**config.mk**
```make
export PLATFORM = sky130hd
export DESIGN_NAME = omni_wheel_speed_mixer_core
export DESIGN_NICKNAME = d
export VERILOG_FILES = /design/src/sv/owsm_pkg.sv /design/src/sv/owsm_wheel.sv /design/src/sv/omni_wheel_speed_mixer_core.sv
export SDC_FILE = /design/constraint.sdc
export NUM_CORES = 2
export LEC_CHECK = 0
export BUFFER_PORTS_ARGS = -buffer_cell sky130_fd_sc_hd__buf_2
export CORE_UTILIZATION = 59
export DETAILED_ROUTE_END_ITERATION = 10
export MAX_ROUTING_LAYER = met4
export PLACE_DENSITY = 0.72
export SKIP_CTS_REPAIR_TIMING = 1
export SYNTH_ARGS = -nofsm -noshare
export SYNTH_HDL_FRONTEND = slang
export SYNTH_SLANG_ARGS = --single-unit
```
**constraint.sdc**
```tcl
create_clock -name clk -period 41.3 [get_ports clk]
set_input_delay 8.26 -clock clk [delete_from_list [all_inputs] [get_ports clk]]
set_output_delay 8.26 -clock clk [all_outputs]
set_load 0.05 [all_outputs]
```
**src/sv/owsm_pkg.sv**
```systemverilog
// Shared types, constants and the cosine table builder for the omni wheel speed mixer.
package owsm_pkg;

	// Wheel direction codes
	typedef enum logic [1:0] {
		DIR_FWD   = 2'd0,
		DIR_REV   = 2'd1,
		DIR_BRAKE = 2'd2
	} dir_t;

	localparam int unsigned NUM_WHEELS = 4;
	localparam int unsigned SPEED_W    = 16;
	localparam int unsigned DEG_W      = 9;
	localparam int unsigned ROT_W      = 16;
	localparam int unsigned ROM_DEPTH  = 91;
	localparam int unsigned ROM_IDX_W  = 7;
	localparam int unsigned Q30_W      = 31;

	// Q30 rotation step of one degree
	localparam logic [63:0] Q30_ONE  = 64'd1073741824;
	localparam logic [63:0] Q30_COS1 = 64'd1073578288;
	localparam logic [63:0] Q30_SIN1 = 64'd18739379;

	// First-quadrant cosine table, one entry per degree 0..90
	typedef logic [ROM_DEPTH-1:0][Q30_W-1:0] cos_rom_t;

	// One accepted command as held in the input register
	typedef struct packed {
		logic                 action;
		logic [SPEED_W-1:0]   speed;
		logic [DEG_W-1:0]     heading_deg;
		logic [DEG_W-1:0]     attitude_deg;
		logic [ROT_W-1:0]     rotation;
	} cmd_t;

	// Builds the table at elaboration: Q30 unit vector rotated a degree at a time,
	// then rounded half up to the requested number of fraction bits.
	function automatic cos_rom_t cos_rom(input int unsigned frac);
		cos_rom_t    q;
		cos_rom_t    r;
		logic [63:0] c;
		logic [63:0] s;
		logic [63:0] nc;
		logic [63:0] ns;
		logic [63:0] v;
		int          sh;
		q = '0;
		r = '0;
		c = Q30_ONE;
		s = 64'd0;
		q[0]  = Q30_W'(Q30_ONE);
		q[90] = '0;
		for (int d = 1; d <= 45; d++) begin
			nc = (c * Q30_COS1 - s * Q30_SIN1 + (64'd1 << 29)) >> 30;
			ns = (s * Q30_COS1 + c * Q30_SIN1 + (64'd1 << 29)) >> 30;
			c = nc;
			s = ns;
			q[d]      = Q30_W'(c);
			q[90 - d] = Q30_W'(s);
		end
		sh = 30 - int'(frac);
		for (int i = 0; i < int'(ROM_DEPTH); i++) begin
			v = 64'(q[i]);
			r[i] = Q30_W'((v + (64'd1 << (sh - 1))) >> sh);
		end
		return r;
	endfunction

endpackage

```
**src/sv/owsm_wheel.sv**
```systemverilog
// One wheel lane: angle reduction, cosine lookup, scaling, rotation sum and saturation.
module owsm_wheel
	import owsm_pkg::*;
#(
	parameter int unsigned COS_FRACTION_BITS = 15,
	parameter int unsigned WHEEL             = 0
) (
	input  logic [SPEED_W-1:0] speed,
	input  logic [DEG_W-1:0]   heading_deg,
	input  logic [DEG_W-1:0]   attitude_deg,
	input  logic [ROT_W-1:0]   rotation,
	output dir_t               dir,
	output logic [SPEED_W-1:0] wheel_speed
);

	localparam int unsigned COS_W  = COS_FRACTION_BITS + 1;
	localparam int unsigned PROD_W = SPEED_W + COS_W;
	localparam cos_rom_t    COS_ROM = cos_rom(COS_FRACTION_BITS);
	// 1080 is a multiple of 360 that keeps the raw difference non-negative
	localparam logic [10:0] OFFSET = 11'(1080 - 45 - 90 * WHEEL);

	logic [10:0]           raw;
	logic [8:0]            deg;
	logic [ROM_IDX_W-1:0]  idx;
	logic                  neg;
	logic [COS_W-1:0]      mag;
	logic [PROD_W-1:0]     prod;
	logic [SPEED_W-1:0]    scaled;
	logic signed [17:0]    cos_term;
	logic signed [17:0]    sum;
	logic [16:0]           abs_sum;

	// Degree difference reduced mod 360
	always_comb begin
		raw = {2'b00, heading_deg} - {2'b00, attitude_deg} + OFFSET;
		if (raw >= 11'd1440)
			deg = 9'(raw - 11'd1440);
		else if (raw >= 11'd1080)
			deg = 9'(raw - 11'd1080);
		else if (raw >= 11'd720)
			deg = 9'(raw - 11'd720);
		else if (raw >= 11'd360)
			deg = 9'(raw - 11'd360);
		else
			deg = 9'(raw);
	end

	// Quadrant folding onto the 0..90 table
	always_comb begin
		if (deg <= 9'd90) begin
			idx = ROM_IDX_W'(deg);
			neg = 1'b0;
		end else if (deg <= 9'd180) begin
			idx = ROM_IDX_W'(9'd180 - deg);
			neg = 1'b1;
		end else if (deg <= 9'd270) begin
			idx = ROM_IDX_W'(deg - 9'd180);
			neg = 1'b1;
		end else begin
			idx = ROM_IDX_W'(9'd360 - deg);
			neg = 1'b0;
		end
		mag = COS_ROM[idx][COS_W-1:0];
	end

	// Scale, truncate toward zero, add rotation
	always_comb begin
		prod     = PROD_W'(speed) * PROD_W'(mag);
		scaled   = prod[COS_FRACTION_BITS +: SPEED_W];
		cos_term = neg ? 18'sd0 - $signed({2'b00, scaled}) : $signed({2'b00, scaled});
		sum      = cos_term + $signed({{2{rotation[ROT_W-1]}}, rotation});
	end

	// Direction by sign, magnitude saturated
	always_comb begin
		if (sum > 18'sd0)
			dir = DIR_FWD;
		else if (sum < 18'sd0)
			dir = DIR_REV;
		else
			dir = DIR_BRAKE;
		abs_sum     = sum[17] ? 17'(18'sd0 - sum) : sum[16:0];
		wheel_speed = abs_sum[16] ? {SPEED_W{1'b1}} : abs_sum[SPEED_W-1:0];
	end

endmodule

```
**src/sv/omni_wheel_speed_mixer_core.sv**
```systemverilog
// Top level of the four-wheel omni drive speed mixer.
//
//  channel   direction  tdata                                tuser
//  s_        in         speed, heading, attitude, rotation   action
//  m_        out        wheel1..4 dir, wheel1..4 speed       drive_enable
//
// Two register stages: command register, then result register. One transaction
// per cycle is sustained while m_tready is high; the four wheel lanes work in
// parallel between the two registers, each with one table lookup and one multiply.
// s_tready drops only when both registers are full and m_tready is low.
// arst_n clears both valid flags; payload registers are not reset.
module omni_wheel_speed_mixer_core
	import owsm_pkg::*;
#(
	parameter int unsigned COS_FRACTION_BITS = 15
) (
	input  logic        clk,
	input  logic        arst_n,
	input  logic        s_tvalid,
	output logic        s_tready,
	// speed[15:0], heading_deg[24:16], attitude_deg[33:25], rotation[49:34], zero fill
	input  logic [55:0] s_tdata,
	// action
	input  logic        s_tuser,
	output logic        m_tvalid,
	input  logic        m_tready,
	// wheel1_dir[1:0] .. wheel4_dir[7:6], wheel1_speed[23:8] .. wheel4_speed[71:56]
	output logic [71:0] m_tdata,
	// drive_enable
	output logic        m_tuser
);

	cmd_t               cmd_s1;
	logic               valid_s1;
	logic               valid_s2;
	logic [71:0]        data_s2;
	logic               enable_s2;
	logic               advance;
	dir_t               lane_dir   [NUM_WHEELS];
	logic [SPEED_W-1:0] lane_speed [NUM_WHEELS];
	logic [71:0]        result;

	// Handshake: the result register frees when taken or empty
	assign advance  = !valid_s2 || m_tready;
	assign s_tready = !valid_s1 || advance;

	// Command register
	always_ff @(posedge clk or negedge arst_n) begin
		if (!arst_n) begin
			valid_s1 <= 1'b0;
		end else if (s_tready) begin
			valid_s1 <= s_tvalid;
		end
	end

	always_ff @(posedge clk) begin
		if (s_tvalid && s_tready) begin
			cmd_s1.action       <= s_tuser;
			cmd_s1.speed        <= s_tdata[15:0];
			cmd_s1.heading_deg  <= s_tdata[24:16];
			cmd_s1.attitude_deg <= s_tdata[33:25];
			cmd_s1.rotation     <= s_tdata[49:34];
		end
	end

	// Wheel lanes
	for (genvar k = 0; k < NUM_WHEELS; k++) begin : g_wheel
		owsm_wheel #(
			.COS_FRACTION_BITS(COS_FRACTION_BITS),
			.WHEEL(k)
		) u_wheel (
			.speed(cmd_s1.speed),
			.heading_deg(cmd_s1.heading_deg),
			.attitude_deg(cmd_s1.attitude_deg),
			.rotation(cmd_s1.rotation),
			.dir(lane_dir[k]),
			.wheel_speed(lane_speed[k])
		);
	end

	// Result packing, stop forces brake at zero speed
	always_comb begin
		result = '0;
		for (int k = 0; k < NUM_WHEELS; k++) begin
			if (cmd_s1.action) begin
				result[2*k +: 2]       = DIR_BRAKE;
				result[8 + 16*k +: 16] = '0;
			end else begin
				result[2*k +: 2]       = lane_dir[k];
				result[8 + 16*k +: 16] = lane_speed[k];
			end
		end
	end

	// Result register
	always_ff @(posedge clk or negedge arst_n) begin
		if (!arst_n) begin
			valid_s2 <= 1'b0;
		end else if (advance) begin
			valid_s2 <= valid_s1;
		end
	end

	always_ff @(posedge clk) begin
		if (advance && valid_s1) begin
			data_s2   <= result;
			enable_s2 <= !cmd_s1.action;
		end
	end

	assign m_tvalid = valid_s2;
	assign m_tdata  = data_s2;
	assign m_tuser  = enable_s2;

endmodule
```
## Word level (Yosys, flattened, before mapping)

Memory sizes are Yosys's and may differ from the RTL's.
Index checks and enable logic that the tools add are counted.

- $add $sub $neg: 45
- $mul: 4
- $lt $le $gt $ge: 40
- Multiplexer cells: 64
- Reductions and logical operators: 11

Operator list:

| operator | number |
|---|---|
| 9-bit two-way mux | 16 |
| 16-bit two-way mux | 8 |
| 16-bit by 16-bit multiplier with 31-bit output | 4 |
| 11-bit greater-or-equal comparator, second input constant | 8 |
| 7-bit two-way mux | 12 |
| 18-bit by 16-bit adder with 18-bit output | 4 |
| 18-bit by 1-bit greater-than comparator with 1-bit output, second input constant | 4 |
| 18-bit by 1-bit less-than comparator with 1-bit output, second input constant | 4 |
| 18-bit two-way mux | 4 |
| 9-bit subtractor, second input constant | 8 |
| 17-bit two-way mux | 4 |
| 1-bit by 16-bit subtractor with 17-bit output, first input constant | 4 |
| 1-bit by 17-bit subtractor with 17-bit output, first input constant | 4 |
| 11-bit by 10-bit greater-or-equal comparator with 1-bit output, second input constant | 4 |
| 11-bit by 9-bit greater-or-equal comparator with 1-bit output, second input constant | 4 |
| 9-bit by 7-bit less-or-equal comparator with 1-bit output, second input constant | 4 |
| 9-bit by 8-bit less-or-equal comparator with 1-bit output, second input constant | 4 |
| 9-bit less-or-equal comparator, second input constant | 4 |
| 9-bit by 6-bit subtractor with 9-bit output, second input constant | 4 |
| 9-bit by 8-bit subtractor with 9-bit output, second input constant | 4 |
| 11-bit by 10-bit adder with 11-bit output, second input constant | 3 |
| 7-bit by 8-bit less-than comparator with 1-bit output, second input constant | 4 |
| 6-bit by 7-bit subtractor with 7-bit output, first input constant | 4 |
| 7-bit by 6-bit subtractor with 7-bit output, second input constant | 4 |
| other kinds (9) | 37 |

- Register bits: 126
- Bits in read-only memories: 15872
- Input port bits: 61
- Output and inout bits: 75
- Memories: 4

Memory list:

| name | words | bits a word | rd ports | clocked after Yosys merged registers in | write ports | RTL line | text |
|---|---|---|---|---|---|---|---|
| (name not given) | 128 | 31 | 1 | 0 | 0 | owsm_wheel.sv:63 | `mag = COS_ROM[idx][COS_W-1:0];` |
| (name not given) | 128 | 31 | 1 | 0 | 0 | owsm_wheel.sv:63 |  |
| (name not given) | 128 | 31 | 1 | 0 | 0 | owsm_wheel.sv:63 |  |
| (name not given) | 128 | 31 | 1 | 0 | 0 | owsm_wheel.sv:63 |  |

## Depth between registers and ports, before layout

- Word-level depth: 20
- Gate-level depth with buffers: 90

## By module

From an unflattened synthesis, not the netlist that was laid out.

- Cells, all modules: 7682
- Area, all modules: 61743.0 um^2

By module, submodules not included:

| module | instances | cells an instance | area each (um^2) | seq. area each (um^2) |
|---|---|---|---|---|
| owsm_wheel at g_wheel[0].u_wheel | 1 | 1899 | 14554.0 | 0.0 |
| owsm_wheel at g_wheel[3].u_wheel | 1 | 1869 | 14358.8 | 0.0 |
| owsm_wheel at g_wheel[1].u_wheel | 1 | 1859 | 14315.0 | 0.0 |
| owsm_wheel at g_wheel[2].u_wheel | 1 | 1842 | 14199.9 | 0.0 |
| omni_wheel_speed_mixer_core | 1 | 213 | 4315.4 | 3773.6 |

## Worst setup path before layout

OpenSTA, ideal clock, no wires.

- Kind: flip-flop to flip-flop
- Start: register, netlist name cmd_s1[16]
- End: register data_s2[30] (netlist: m_tdata[30]), data pin
- Setup time: 270 ps
- Arrival: 18463 ps
- Data required time: 41030 ps
- Path slack: 22567 ps
- Stages on the path, launching flop included: 79
- Path buffers: 9
- Period minus slack after synthesis: 18733 ps
- Path through: edfxtp_1 ha_1 inv_1 clkbuf_1 clkbuf_1 ha_1 buf_1 inv_1 nor2_1 a221oi_4 xnor2_2 inv_2 ha_1 and2_1 o32ai_1 a221oi_1 o21a_2 nor2_1 (+43 left out) nor2_1 xnor2_1 ha_1 inv_1 o21bai_1 a21oi_1 o21bai_1 xor2_1 nand2b_1 or3b_2 nor3_1 or3b_2 or3_1 nor3_1 nor2_1 xnor2_1 clkbuf_1 a21oi_1

- Cells in the longest elaborated chain, start to end: 20
- Elaborated cells between the ends (all ways): 35

RTL lines:

| what | RTL line | text |
|---|---|---|
| 9-bit by 9-bit subtractor with 10-bit output * | owsm_wheel.sv:35 | `raw = {2'b00, heading_deg} - {2'b00, attitude_deg} + OFFSET;` |
| 11-bit by 10-bit adder with 11-bit output * | owsm_wheel.sv:35 |  |
| 9-bit subtractor or 11-bit by 9-bit greater-or-equal comparator with 1-bit output (tied branches) | owsm_wheel.sv:43, owsm_wheel.sv:42 |  |
| 9-bit two-way mux | owsm_wheel.sv:42 | `else if (raw >= 11'd360)` |
| 9-bit two-way mux | owsm_wheel.sv:40 | `else if (raw >= 11'd720)` |
| 9-bit two-way mux | owsm_wheel.sv:38 | `else if (raw >= 11'd1080)` |
| 9-bit two-way mux * | owsm_wheel.sv:36 | `if (raw >= 11'd1440)` |
| 9-bit less-or-equal comparator, or another cell as far along | owsm_wheel.sv:56 | `end else if (deg <= 9'd270) begin` |
| (+4 left out) | -- |  |
| 16-bit two-way mux (not written as such) | owsm_wheel.sv:63 |  |
| 16-bit by 16-bit multiplier with 31-bit output | owsm_wheel.sv:68 | `prod = PROD_W'(speed) * PROD_W'(mag);` |
| 1-bit by 16-bit subtractor with 17-bit output | owsm_wheel.sv:70 | `cos_term = neg ? 18'sd0 - $signed({2'b00, scaled}) : $signed({2'b00, scaled});` |
| 18-bit two-way mux * | owsm_wheel.sv:70 |  |
| 18-bit by 16-bit adder with 18-bit output * | owsm_wheel.sv:71 | `sum = cos_term + $signed({{2{rotation[ROT_W-1]}}, rotation});` |
| 1-bit by 17-bit subtractor with 17-bit output | owsm_wheel.sv:82 | `abs_sum = sum[17] ? 17'(18'sd0 - sum) : sum[16:0];` |
| 17-bit two-way mux * | owsm_wheel.sv:82 |  |
| 16-bit two-way mux * | owsm_wheel.sv:83 | `wheel_speed = abs_sum[16] ? {SPEED_W{1'b1}} : abs_sum[SPEED_W-1:0];` |
| end signal, assigned | omni_wheel_speed_mixer_core.sv:106 | `data_s2 <= result;` |
| end, declared | omni_wheel_speed_mixer_core.sv:36 | `logic [71:0] data_s2;` |

Every way passes the cells marked *; elsewhere a longest branch is shown, timed or not. The select of a mux whose other input is x is not followed.
A chain may end at the register's enable or synchronous reset.

## Final worst setup path

- Start: register, netlist name cmd_s1[25]
- End: register data_s2[24] (netlist: m_tdata[24]), data pin

- Cells in the longest elaborated chain, start to end: 20
- Elaborated cells between the ends (all ways): 35

RTL lines:

| what | RTL line |
|---|---|
| 9-bit by 9-bit subtractor with 10-bit output * | owsm_wheel.sv:35 |
| 11-bit by 10-bit adder with 11-bit output * | owsm_wheel.sv:35 |
| 9-bit subtractor or 11-bit by 9-bit greater-or-equal comparator with 1-bit output (tied branches) | owsm_wheel.sv:43, owsm_wheel.sv:42 |
| 9-bit two-way mux | owsm_wheel.sv:42 |
| 9-bit two-way mux | owsm_wheel.sv:40 |
| 9-bit two-way mux | owsm_wheel.sv:38 |
| 9-bit two-way mux * | owsm_wheel.sv:36 |
| 9-bit less-or-equal comparator, or another cell as far along | owsm_wheel.sv:56 |
| (+4 left out) | -- |
| 16-bit two-way mux (not written as such) | owsm_wheel.sv:63 |
| 16-bit by 16-bit multiplier with 31-bit output | owsm_wheel.sv:68 |
| 1-bit by 16-bit subtractor with 17-bit output | owsm_wheel.sv:70 |
| 18-bit two-way mux * | owsm_wheel.sv:70 |
| 18-bit by 16-bit adder with 18-bit output * | owsm_wheel.sv:71 |
| 1-bit by 17-bit subtractor with 17-bit output | owsm_wheel.sv:82 |
| 17-bit two-way mux * | owsm_wheel.sv:82 |
| 16-bit two-way mux * | owsm_wheel.sv:83 |

Marks and branches as above.

==> flow_metrics.env <==
export IMPL_status="finished, final reports clean"
export IMPL_grt_pass1_vias=51600
export IMPL_die_x_microns=317
export IMPL_postRouteWirelength_microns=181000
export IMPL_syn_cell_area_sq_um=58400
export IMPL_synth_area_per_cell_sq_um=8.10
export IMPL_startpoint_type="flop"
export IMPL_antenna_found_initial=3
export IMPL_final_period_utilization_pct=51.5
export IMPL_period_minus_slack_ns=21.25
export IMPL_clkSlewWorstSetupHoldPaths_ns=0.06
export IMPL_htreeDepth=4
export IMPL_synth_seq_area_share_pct=6.46
export IMPL_via_per_inst=6.26
export IMPL_place_congestion=0.965
export IMPL_setup_viol=0
export IMPL_final_nets=8542
export IMPL_dieArea_sq_um=100000
export IMPL_highest_layer="met4"
export IMPL_synth_cell_type_count=157
export IMPL_hold_depth=1
export IMPL_cts_made_buffers=17
export IMPL_io_buffers=129
export IMPL_hpwl_microns=135000
export IMPL_finalHoldViolCount=0
export IMPL_dr_wl_met3_microns=16500
export IMPL_cpMostUsedCell="inv_1"
export IMPL_drive_above_1_share_pct=8.19
export IMPL_synth_seq_cells=126
export IMPL_max_slew_margin_pct=12.3
export IMPL_core_area_sq_um=98300
export IMPL_synth_cells=7213
export IMPL_insertion_delay_ns=0.51
export IMPL_dr_pass1_iters=6
export IMPL_yosysWarnings=0
export IMPL_required_ns=41.50
export IMPL_synth_edf_count=124
export IMPL_synthFlopType="edfxtp_1"
export IMPL_max_freq_mhz=47.0
export IMPL_synth_fp_nets=8666
export IMPL_rsz0062_at_grt="no"
export IMPL_cpPeakStageDelay_ns=0.94
export IMPL_grt_pass1_wl_microns=285000
export IMPL_reg2reg_depth=69
export IMPL_drt_iter0_drc=4818
export IMPL_syn2layout_area_growth_pct=3.94
export IMPL_max_slew_worst_pin_slew_ns=1.31
export IMPL_worstPathMaxFanout=49
export IMPL_wirelength_met1_microns=71700
export IMPL_drt_wirelength_per_cell_microns=21.6
export IMPL_clockBufferDepth=2
export IMPL_regToRegEndpoint="m_tdata[24]"
export IMPL_grt_max_degree=74
export IMPL_grt_use_total_pct=37.5
export IMPL_r2r_slack_ns=20.05
export IMPL_async_reset_ff_share_pct=1.59
export IMPL_detail_route_antenna_nets=0
export IMPL_r2r_start="cmd_s1[25]"
export IMPL_cts_tree="done"
export IMPL_die_h_microns=317
export IMPL_finalClockSkew_ns=0.0250
export IMPL_drv_cap=0
export IMPL_crit_slowest_cell="xnor2_1"
export IMPL_critPathKind="reg -> reg"
export IMPL_vias=52600
export IMPL_holdCritPathClass="reg -> reg"
export IMPL_cp_end_kind="flop"
export IMPL_start_util_pct=59.4
export IMPL_root_buffer="clkbuf_16"
export IMPL_slew_viol_final=0
export IMPL_drc=0
export IMPL_min_from="valid_s1"
export IMPL_hold_end="m_tvalid"
export IMPL_wl_met2_microns=82800
export IMPL_overflow=0
export IMPL_io_pins=136
export IMPL_cts_sinks=126
export IMPL_rows=115
export IMPL_cp_arrival_ns=21.46
export IMPL_tns_ns=0
metal layers:
| layer | up-vias | global-route usage (%) |
|---|---|---|
| li1 | 23700 | - |
| met1 | 25900 | 47.2 |
| met2 | 2485 | 58.5 |
| met3 | 505 | 6.84 |
| met4 | 0 | 17.4 |
| met5 | - | - |
Yosys cell counts (all sizes together) (56+ instances only):
master | instances | area [sq um]
a21o | 56 | 423
edfxtp | 124 | 3720
a21oi | 433 | 2250
o21bai | 58 | 435
ha | 619 | 7740
xor2 | 90 | 833
a31oi | 89 | 603
nor2 | 458 | 1770
xnor2 | 220 | 2070
buf | 101 | 607
nand2 | 911 | 3460
inv | 1085 | 4080
a211oi | 71 | 611
o211ai | 84 | 663
nor3 | 109 | 613
clkbuf | 308 | 1160
o21ai | 264 | 1370
fa | 773 | 15500
and2 | 409 | 2560
nand3 | 117 | 626
worst max-delay path, delay by kind of cell, from the launching register on:
family	cells	cell delay, ns
and+or+nand+nor	23	6.01
adders and majority gates	13	5.65
AOI/OAI and AO/OA	17	3.74
xor gates and xnor gates	4	2.17
buffers and inverters	10	1.60
muxes	2	1.35
DFF	1	0.36
flip-flops by register name, summed over array words and instances (netlist names):
signal,cells
m_tdata,72
cmd_s1,51
m_tuser,1
m_tvalid,1
valid_s1,1
worst max-delay path by stage:
stage	from	end	slack, ns	cells after the start
after floorplan	cmd_s1[16]	m_tdata[30]	22.57	78
after global placement	cmd_s1[25]	m_tdata[24]	20.47	69
after detailed placement	cmd_s1[25]	m_tdata[24]	20.23	69
after CTS	cmd_s1[25]	m_tdata[24]	20.16	69
after global routing	cmd_s1[25]	m_tdata[36]	18.57	69
final	cmd_s1[25]	m_tdata[24]	20.05	69
logic make-up (layout without fill, tap and decap cells):
kind of cell / after synthesis / count (layout) / share of synthesized area [%]
AOI/OAI and AO/OA: 1500 / 1500 / 18.2
xor gates and xnor gates: 310 / 310 / 4.98
adders and majority gates: 1395 / 1395 / 39.8
buffers and inverters: 1498 / 1387 / 10.0
DFF: 126 / 126 / 6.46
muxes: 46 / 46 / 1.01
other: 0 / 4 / 0
and+or+nand+nor: 2338 / 2338 / 19.5
placed cells by master, fill, tap and decap left out, types with 50 or more instances in the layout:
| master | netlist | layout |
|---|---|---|
| edfxtp_1 | 124 | 124 |
| o21bai_1 | 58 | 58 |
| and3_1 | 52 | 52 |
| a211oi_1 | 60 | 59 |
| xnor2_1 | 205 | 202 |
| buf_2 | 31 | 129 |
| a21o_1 | 54 | 54 |
| inv_1 | 1066 | 1065 |
| xor2_1 | 87 | 84 |
| nand3_1 | 112 | 112 |
| and2_1 | 407 | 405 |
| a21oi_1 | 416 | 411 |
| fa_1 | 773 | 773 |
| ha_1 | 619 | 618 |
| nor3_1 | 98 | 98 |
| o211ai_1 | 81 | 81 |
| buf_4 | 16 | 137 |
| o21ai_0 | 219 | 215 |
| nand2b_1 | 50 | 50 |
| nand2_1 | 904 | 904 |
| a31oi_1 | 83 | 79 |
| nor2_1 | 446 | 445 |
per-stage QoR:
step	area [sq um]	std cells	hold WS (ns)	utilization, %	setup WS (ns)
after floorplan	58400	7213	0.449	-	22.57
after global placement	60100	8357	0.456	61.1	20.47
after detailed placement	60100	8357	0.471	61.1	20.23
after CTS	60700	8389	0.477	61.8	20.16
after global routing	60700	8390	0.506	61.8	18.57
final	60700	8393	0.476	61.8	20.05
cell type report:
cell class	count	area (sq um)
Sequential cell	126	3770
Antenna cell	4	10.0
Clock buffer	18	429
Clock inverter	14	173
Tap cell	1287	1610
Timing Repair Buffer	266	1670
Inverter	1089	4100
Fill cell	8759	37600
Multi-Input combinational cell	5589	48900
Power is not shown: default switching activity piles up to over one toggle a cycle in this logic, so the estimate is an artifact.
